===== src/hdl/lsrc_fifo.sv =====
module lsrc_fifo #(
  parameter int WIDTH = 8,
  parameter int DEPTH = 2
) (
  input  logic             clk,
  input  logic             rst,
  input  logic             push,
  input  logic [WIDTH-1:0] wdata,
  output logic             full,
  input  logic             pop,
  output logic [WIDTH-1:0] rdata,
  output logic             empty
);

  localparam int PW = (DEPTH > 1) ? $clog2(DEPTH) : 1;
  localparam int CW = $clog2(DEPTH + 1);

  logic [WIDTH-1:0] mem [0:DEPTH-1];
  logic [PW-1:0]    wr_ptr;
  logic [PW-1:0]    rd_ptr;
  logic [CW-1:0]    count;
  logic             do_push;
  logic             do_pop;

  assign full    = (count == CW'(DEPTH));
  assign empty   = (count == '0);
  assign do_push = push && !full;
  assign do_pop  = pop && !empty;
  assign rdata   = mem[rd_ptr];

  always_ff @(posedge clk) begin
    if (rst) begin
      wr_ptr <= '0;
      rd_ptr <= '0;
      count  <= '0;
    end else begin
      if (do_push) begin
        wr_ptr <= (wr_ptr == PW'(DEPTH - 1)) ? '0 : wr_ptr + PW'(1);
      end
      if (do_pop) begin
        rd_ptr <= (rd_ptr == PW'(DEPTH - 1)) ? '0 : rd_ptr + PW'(1);
      end
      if (do_push && !do_pop) begin
        count <= count + CW'(1);
      end else if (do_pop && !do_push) begin
        count <= count - CW'(1);
      end
    end
  end

  always_ff @(posedge clk) begin
    if (do_push) begin
      mem[wr_ptr] <= wdata;
    end
  end

endmodule


===== config.mk =====
export PLATFORM = sky130hd
export DESIGN_NAME = lsrc_fifo
export DESIGN_NICKNAME = d
export VERILOG_FILES = /design/src/hdl/lsrc_fifo.sv
export SDC_FILE = /design/constraint.sdc
export NUM_CORES = 1
export LEC_CHECK = 0
export BUFFER_PORTS_ARGS = -buffer_cell sky130_fd_sc_hd__buf_2
export CORE_UTILIZATION = 51
export CTS_CLUSTER_DIAMETER = 30
export DETAILED_ROUTE_END_ITERATION = 6
export PLACE_DENSITY = 0.74
export SLEW_MARGIN = 20
export SYNTH_ARGS = -nofsm -noshare
export SYNTH_HDL_FRONTEND = slang
export SYNTH_SLANG_ARGS = --single-unit

===== constraint.sdc =====
create_clock -name clk -period 3.9 [get_ports clk]
set_input_delay 0.39 -clock clk [delete_from_list [all_inputs] [get_ports clk]]
set_output_delay 0.39 -clock clk [all_outputs]
set_load 0.02 [all_outputs]

==> impl_metrics.env <==
export IMPL_switching_power_uw=206
export IMPL_drv_slew=0
export IMPL_drtIter0Drc=4
export IMPL_yosys_warnings=0
export IMPL_track_usage=0.156
export IMPL_cts_htree_levels=1
export IMPL_cp_slowest_stage_delay_ns=0.57
export IMPL_crit_path_top_delay_cell="dfxtp_1"
export IMPL_cts_setup_buffers=0
export IMPL_final_cell_mix="21 x buf_2, 16 x edfxtp_1, 8 x mux2_2"
export IMPL_cts_sinks=21
export IMPL_wire_per_inst_um=13.6
export IMPL_cp_cell_sequence="mux2_2 -> buf_2"
export IMPL_ir_drop_mv=0.454
export IMPL_cp_end_kind="output port"
export IMPL_syn_to_final_growth_pct=18.3
export IMPL_row_count=13
export IMPL_synthMuxAreaShare=0.114
export IMPL_dieHeight_um=41.4
export IMPL_layout_drive_gt1_share=0.446
export IMPL_synth_adder_area_share=0.0158
export IMPL_final_common_cell="buf_2"
export IMPL_arrival_ns=1.40
export IMPL_grt_pass1_wl_um=2010
export IMPL_hp_class="input port to register"
export IMPL_syn_avg_cell_area_um2=15.9
export IMPL_cts_hold_fix_buffers=0
export IMPL_rsz0062_at_grt="false"
export IMPL_fillers=112
export IMPL_synth_compound_area_frac=0.0315
export IMPL_syn_inst=50
export IMPL_yosysSeqAreaShare=0.732
export IMPL_gp_congestion=0.670
export IMPL_swShare=0.333
export IMPL_p_int_uw=413
export IMPL_fmax_ghz=0.559
export IMPL_initial_core_util=0.581
export IMPL_cap_violations=0
export IMPL_pwr_share_comb=0.330
export IMPL_wirelength_um=1210
export IMPL_pwr_share_seq=0.511
export IMPL_die_area_mm2=0.00172
export IMPL_tightestPinTransition_ns=0.386
export IMPL_status="completed"
export IMPL_drc=0
export IMPL_tritoncts="done"
export IMPL_insertion_delay_ns=0.29
export IMPL_startpoint_type="register"
export IMPL_leakagePower_uw=0.000378
export IMPL_skew_ns=0.00449
export IMPL_hold_viol=0
export IMPL_period_needed_ns=1.79
export IMPL_max_clock_path_buffers=2
export IMPL_cts_buffers=3
export IMPL_die_w_um=41.4
export IMPL_antenna_cells=0
export IMPL_grt_pass1_vias=459
export IMPL_ios=22
export IMPL_dp_hpwl_um=915
export IMPL_drtPass1Iterations=2
export IMPL_antenna_found_initial=0
export IMPL_clock_power_share=0.159
export IMPL_synth_top_family_by_area="multiplexers"
export IMPL_final_antenna_net_count=0
export IMPL_vias=443
export IMPL_synth_area_um2=793
export IMPL_ys_ff_latch=21
export IMPL_critPathMaxFanout=8
export IMPL_setup_worst_path_class="register to output port"
export IMPL_synth_xor_area_frac=0.0331
export IMPL_fin_setup_tns_ns=0
export IMPL_syn_nets=63
export IMPL_viasPerCell=4.98
export IMPL_power_total_uw=619
export IMPL_layout_nets=88
export IMPL_grt_ovfl_total=0
export IMPL_finalSetupViolCount=0
export IMPL_clk_pin_slew_ns=0.11
export IMPL_core_area_mm2=0.00137
export IMPL_ctsResizeCount=0
export IMPL_power_density_mw_per_mm2=660
export IMPL_worst_slew_margin_rel=0.742
export IMPL_grt_max_degree=12
export IMPL_numPortBuffers=21
export IMPL_cp_required_ns=3.51
export IMPL_yosys_area_share_simple=0.0584
export IMPL_cts_root_buffer="clkbuf_4"
export IMPL_period_share=0.458
export IMPL_yosys_cell_types_count=13
==> synth_stat cells, drive strengths merged <==
library cell,instances,area share
ha,1,0.016
nor2b,1,0.011
buf,1,0.0063
edfxtp,16,0.61
a21oi,2,0.013
or3,2,0.016
o21ai,3,0.019
nor2,5,0.024
xor2,3,0.033
and2,1,0.0079
dfxtp,5,0.13
inv,2,0.0095
mux2,8,0.11
==> final timing paths <==
check	start	endpoint	slack (ns)	depth (start not counted)
max	register	rdata[2]	2.11	2
max reg2reg	count[0]$_SDFFE_PP0P_	count[1]$_SDFFE_PP0P_	2.33	4
min	wdata[2]	mem[1][2]$_DFFE_PP_	0.28	1
min reg2reg	wr_ptr$_SDFFE_PP0N_	wr_ptr$_SDFFE_PP0N_	0.50	2
==> power by group through the flow <==
stage	Combinational (uW)	Clock, uW	Sequential (uW)
floorplan	162	0	304
detailed placement	206	0	320
global route	224	110	322
CTS	207	98.1	316
global placement	202	0	319
finish	205	98.5	316
==> sequential cells by signal (all words and copies together) (netlist names), named ones only <==
name,cells
rd_ptr,1
wr_ptr,1
count,2
mem,16
==> worst max-delay path: cells and delay by family (launching register included) <==
| kind | cells | cell delay [ns] |
|---|---|---|
| mux | 1 | 0.39 |
| flops | 1 | 0.57 |
| buf+inv | 1 | 0.16 |
==> routing by layer <==
metal | share of wire | vias to the layer above | routed length [um] | GRT usage
met5 | 0 | - | 0 | 0
met4 | 0 | 0 | 0 | 0.0194
met3 | 0.045 | 0 | 55 | 0.0435
met2 | 0.49 | 13 | 588 | 0.284
met1 | 0.47 | 201 | 568 | 0.187
li1 | - | 229 | - | -
==> through the flow <==
| stage | std cells | instance area, um2 | hold WS, ns | utilization | setup WS, ns |
|---|---|---|---|---|---|
| after global routing | 89 | 938 | 0.271 | 0.687 | 2.03 |
| after floorplan | 50 | 793 | 0.452 | - | 2.31 |
| after CTS | 89 | 938 | 0.283 | 0.687 | 2.11 |
| after global placement | 85 | 912 | 0.467 | 0.668 | 2.40 |
| after detailed placement | 85 | 912 | 0.484 | 0.668 | 2.34 |
| final | 89 | 938 | 0.282 | 0.687 | 2.11 |
==> final cells by class <==
cell class | count | area (um2) | area share
Tap cell | 15 | 18.8 | 0.0200
Inverter | 2 | 7.51 | 0.00800
Sequential cell | 21 | 581 | 0.619
Clock buffer | 4 | 26.3 | 0.0280
Timing Repair Buffer | 21 | 105 | 0.112
Multi-Input combinational cell | 26 | 200 | 0.213
==> cell families after synthesis <==
family	Yosys count
fa+ha+maj	1
xor+xnor	3
mux	8
compound gates	5
simple gates	9
flops	21
buf+inv	3
(Power assumes the default switching activity.)
