$ cat src/hdl/lsrc_pkg.sv
package lsrc_pkg;

  localparam int COORD_W    = 32;
  localparam int DIFF_W     = COORD_W + 1;
  localparam int QUO_W      = DIFF_W;
  localparam int PROD_W     = 2 * DIFF_W;
  localparam int OFF_W      = QUO_W + 1;
  // magnitude stage + product stage + one stage per quotient bit + sign stage
  localparam int INTERP_LAT = QUO_W + 3;

  typedef logic signed [COORD_W-1:0] coord_t;
  typedef logic signed [DIFF_W-1:0]  diff_t;
  typedef logic signed [OFF_W-1:0]   off_t;

  typedef struct packed {
    coord_t rect_x1;
    coord_t rect_y1;
    coord_t rect_x2;
    coord_t rect_y2;
    coord_t seg_start_x;
    coord_t seg_start_y;
    coord_t seg_end_x;
    coord_t seg_end_y;
  } in_item_t;

  typedef struct packed {
    logic   visible;
    coord_t clip_start_x;
    coord_t clip_start_y;
    coord_t clip_end_x;
    coord_t clip_end_y;
  } out_item_t;

  // classified item: trivial reject plus normalized rectangle and segment endpoints
  typedef struct packed {
    logic   reject;
    coord_t xmin;
    coord_t xmax;
    coord_t ymin;
    coord_t ymax;
    coord_t ax;
    coord_t ay;
    coord_t bx;
    coord_t by;
  } rect_seg_t;

  function automatic diff_t sdiff(coord_t a, coord_t b);
    return diff_t'(a) - diff_t'(b);
  endfunction

  function automatic coord_t add_off(coord_t p, off_t o);
    off_t s;
    s = off_t'(p) + o;
    return s[COORD_W-1:0];
  endfunction

endpackage

$ cat src/hdl/lsrc_front.sv
module lsrc_front import lsrc_pkg::*; (
  input  in_item_t  item,
  output rect_seg_t rs
);

  coord_t xmin, xmax, ymin, ymax;
  coord_t ax, ay, bx, by;

  assign ax   = item.seg_start_x;
  assign ay   = item.seg_start_y;
  assign bx   = item.seg_end_x;
  assign by   = item.seg_end_y;
  assign xmin = (item.rect_x1 < item.rect_x2) ? item.rect_x1 : item.rect_x2;
  assign xmax = (item.rect_x1 < item.rect_x2) ? item.rect_x2 : item.rect_x1;
  assign ymin = (item.rect_y1 < item.rect_y2) ? item.rect_y1 : item.rect_y2;
  assign ymax = (item.rect_y1 < item.rect_y2) ? item.rect_y2 : item.rect_y1;

  always_comb begin
    rs.reject = (ax < xmin && bx < xmin) || (ax > xmax && bx > xmax) ||
                (ay < ymin && by < ymin) || (ay > ymax && by > ymax);
    rs.xmin = xmin;
    rs.xmax = xmax;
    rs.ymin = ymin;
    rs.ymax = ymax;
    rs.ax   = ax;
    rs.ay   = ay;
    rs.bx   = bx;
    rs.by   = by;
  end

endmodule

$ cat config.mk
export PLATFORM = sky130hd
export DESIGN_NAME = lsrc_front
export DESIGN_NICKNAME = d
export VERILOG_FILES = /design/src/hdl/lsrc_pkg.sv /design/src/hdl/lsrc_front.sv
export SDC_FILE = /design/constraint.sdc
export NUM_CORES = 1
export LEC_CHECK = 0
export ABC_CLOCK_PERIOD_IN_PS = 7400
export BUFFER_PORTS_ARGS = -buffer_cell sky130_fd_sc_hd__buf_2
export CAP_MARGIN = 5
export CORE_AREA = 2 2 202 204
export DETAILED_ROUTE_END_ITERATION = 10
export DIE_AREA = 0 0 204 206
export PLACE_DENSITY = 0.47
export SYNTH_ARGS = -nofsm -noshare
export SYNTH_HDL_FRONTEND = slang
export SYNTH_SLANG_ARGS = --single-unit
$ cat constraint.sdc
create_clock -name vclk -period 7.4
set_clock_uncertainty 0.15 [all_clocks]
set_input_delay 1.11 -clock vclk [all_inputs]
set_output_delay 1.11 -clock vclk [all_outputs]
set_load 0.02 [all_outputs]
==> out/qor.yml <==
critical_path:
  worst-path-buf-inv: 9
  endpoint_kind: "primary output"
  worstPathRequired_ps: 6140
  cpLargestDelayFamily: "compound AO/OA/AOI/OAI gates"
  crit_path_max_fanout: 7
  startpoint_type: "input port"
  cp.arrival_ps: 6060
  worstSetupPathType: "input port to primary output"
  max_stage_delay_ps: 420
  crit_path_top_delay_cell: "nor4bb_2"
global_route:
  grt_max_degree: 27
  grt_pass1_wl_um: 64770
  grt_overflow_total: 0
  grt_pass1_vias: 11314
  grt_use_total_pct: 20.06
  antenna_found_initial: 9
detailed_routing:
  ant_nets: 0
  dr_total_vias: 11550
  drt_iter0_drc: 417
  wl_um: 46280
  dr.pass1.iters: 4
  via_per_inst: 4.847
  post-route-drc-count: 0
  wl_per_cell_um: 19.42
power_and_ir_drop:
  peakVddDrop_v: 0.00005604
  p_total_w: 0.001888
  powerDensity_nw_per_um2: 134.3
  p_leak_nw: 8.362
outcome:
  status: "completed"
sta:
  relSlewSlack_pct: 58.59
  fin_crit_sh_pct: 98.97
  finalSetupTns_ps: 0
  fin_ws_ps: 75.99
  min_period_ps: 7324
  hold_viol: 0
  tightest_slew_ps: 615.4
  max_freq_ghz: 0.1365
  slew_viol_final: 0
  holdWs_ps: 2341
  setup_viol: 0
job:
  max-cap-violations: 0
logic_synthesis:
  synth_area_per_cell_um2: 7.544
  syn-cell-area_um2: 10460
  yosysTopAreaCell: "ha_1"
  yosysWarnings: 0
  ys_types: 61
  syn_nets: 1954
  yosysTopAreaCellShare_pct: 37.33
  syn_inst: 1386
  synth_seq_area_share_pct: 0
  synth.area.top_cells: "ha_1 (37%), a21o_1 (9.4%), buf_4 (9.2%), inv_1 (6.5%), a21oi_1 (4.5%)"
layout:
  clkbuf_count: 0
  layout_commonest_cell: "buf_2"
  mostFrequentLayoutCells: "buf_2 (512), ha_1 (298), inv_1 (170)"
  area_growth_pct: 34.51
  drive_gt1_share_pct: 41.49
  design.seq.count: 0
  fin_nets: 2414
  design_area_um2: 14060
  fillers: 4362
  register_area_um2: 0
placement:
  portBuffers: 513
  place_congestion: 0.9256
  place_ws_ps: -31.31
  place_area_um2: 13170
  dpl.hpwl_um: 41470
die:
  rows: 74
  die-area_um2: 42020
  top_level_ports: 513
  core_area_um2: 40180
  initial_core_util_pct: 26.02
  die_w_um: 204
  die_h_um: 206
clocking:
  cts_hold_buf: 0
worst_hold_path:
  hp-class: "input port to primary output"
[area by class of cell]
cell class	instances	area, um2	area share (%)
repair buffers	607	3517	25.01
inverters	203	764.5	5.435
well taps	532	665.6	4.733
diodes	7	17.52	0.1245
multi-input cells	1034	9100	64.70
[repair_timing]
item                       CTS  global route
pin swaps                    0            42
buffers inserted             0            25
cloned                       0             7
setup endpoints to repair    1             1
resized for setup            3            99
[per-stage QoR]
| step | instances | utilization, % |
|---|---|---|
| finish | 2383 | 35.00 |
| global route | 2382 | 35.00 |
| CTS | 2345 | 32.81 |
| detailed placement | 2345 | 32.78 |
| global placement | 2345 | 32.78 |
| floorplan | 1386 | - |
[final timing paths]
path	start	to	slack, ps	depth (start not counted)
max	item[153]	rs[256]	80	29
min	item[43]	rs[43]	2340	2
[report_power, final]
group          leakage [nW]     internal, W  switching, W
Combinational          8.36        0.000808       0.00108
Clock             0.0000444  0.000000000127             0
Sequential                0               0             0
Total                  8.36        0.000808       0.00108
[metal layers]
layer  share of wire, %  vias up  wire length, um  track usage [%]
li1                   -     5783                -                -
met1                 40     5307            18720            23.06
met2                 52      394            23870            39.16
met3                4.8       62             2235            1.892
met4                3.1        4             1428            5.383
met5              0.058        -               27                0
[cells by family (layout without fill, tap and decap cells)]
logic type	after synthesis	after routing	share of synthesized area (%)
AOI/OAI and AO/OA	340	340	21.56
xor gates and xnor gates	2	2	0.3471
adders and majority gates	312	312	37.33
buffers and inverters	352	810	17.53
muxes	71	71	8.340
other	0	7	0
and+or+nand+nor	309	309	14.89
[synth_stat cells (all sizes together) (2+ instances only)]
| master | number |
|---|---|
| a311oi | 3 |
| nor4b | 2 |
| and2 | 3 |
| nor3 | 14 |
| ha | 312 |
| o311a | 2 |
| mux2i | 11 |
| a221o | 4 |
| a211oi | 5 |
| o211ai | 14 |
| a211o | 4 |
| a31oi | 5 |
| or2 | 4 |
| inv | 203 |
| a221oi | 2 |
| nor4 | 10 |
| o21bai | 2 |
| buf | 136 |
| a22oi | 2 |
| a21boi | 3 |
| nand3 | 23 |
| a21o | 131 |
| nor2 | 96 |
| o21ai | 45 |
| clkbuf | 13 |
| a2111o | 2 |
| a21oi | 97 |
| nand2b | 6 |
| o31a | 2 |
| nand4 | 51 |
| o221ai | 3 |
| and4b | 2 |
| and4 | 9 |
| or3 | 5 |
| nand2 | 59 |
| and3 | 4 |
| o21a | 7 |
| mux2 | 60 |
| nor2b | 18 |
Power figures use the tool's default switching activity.
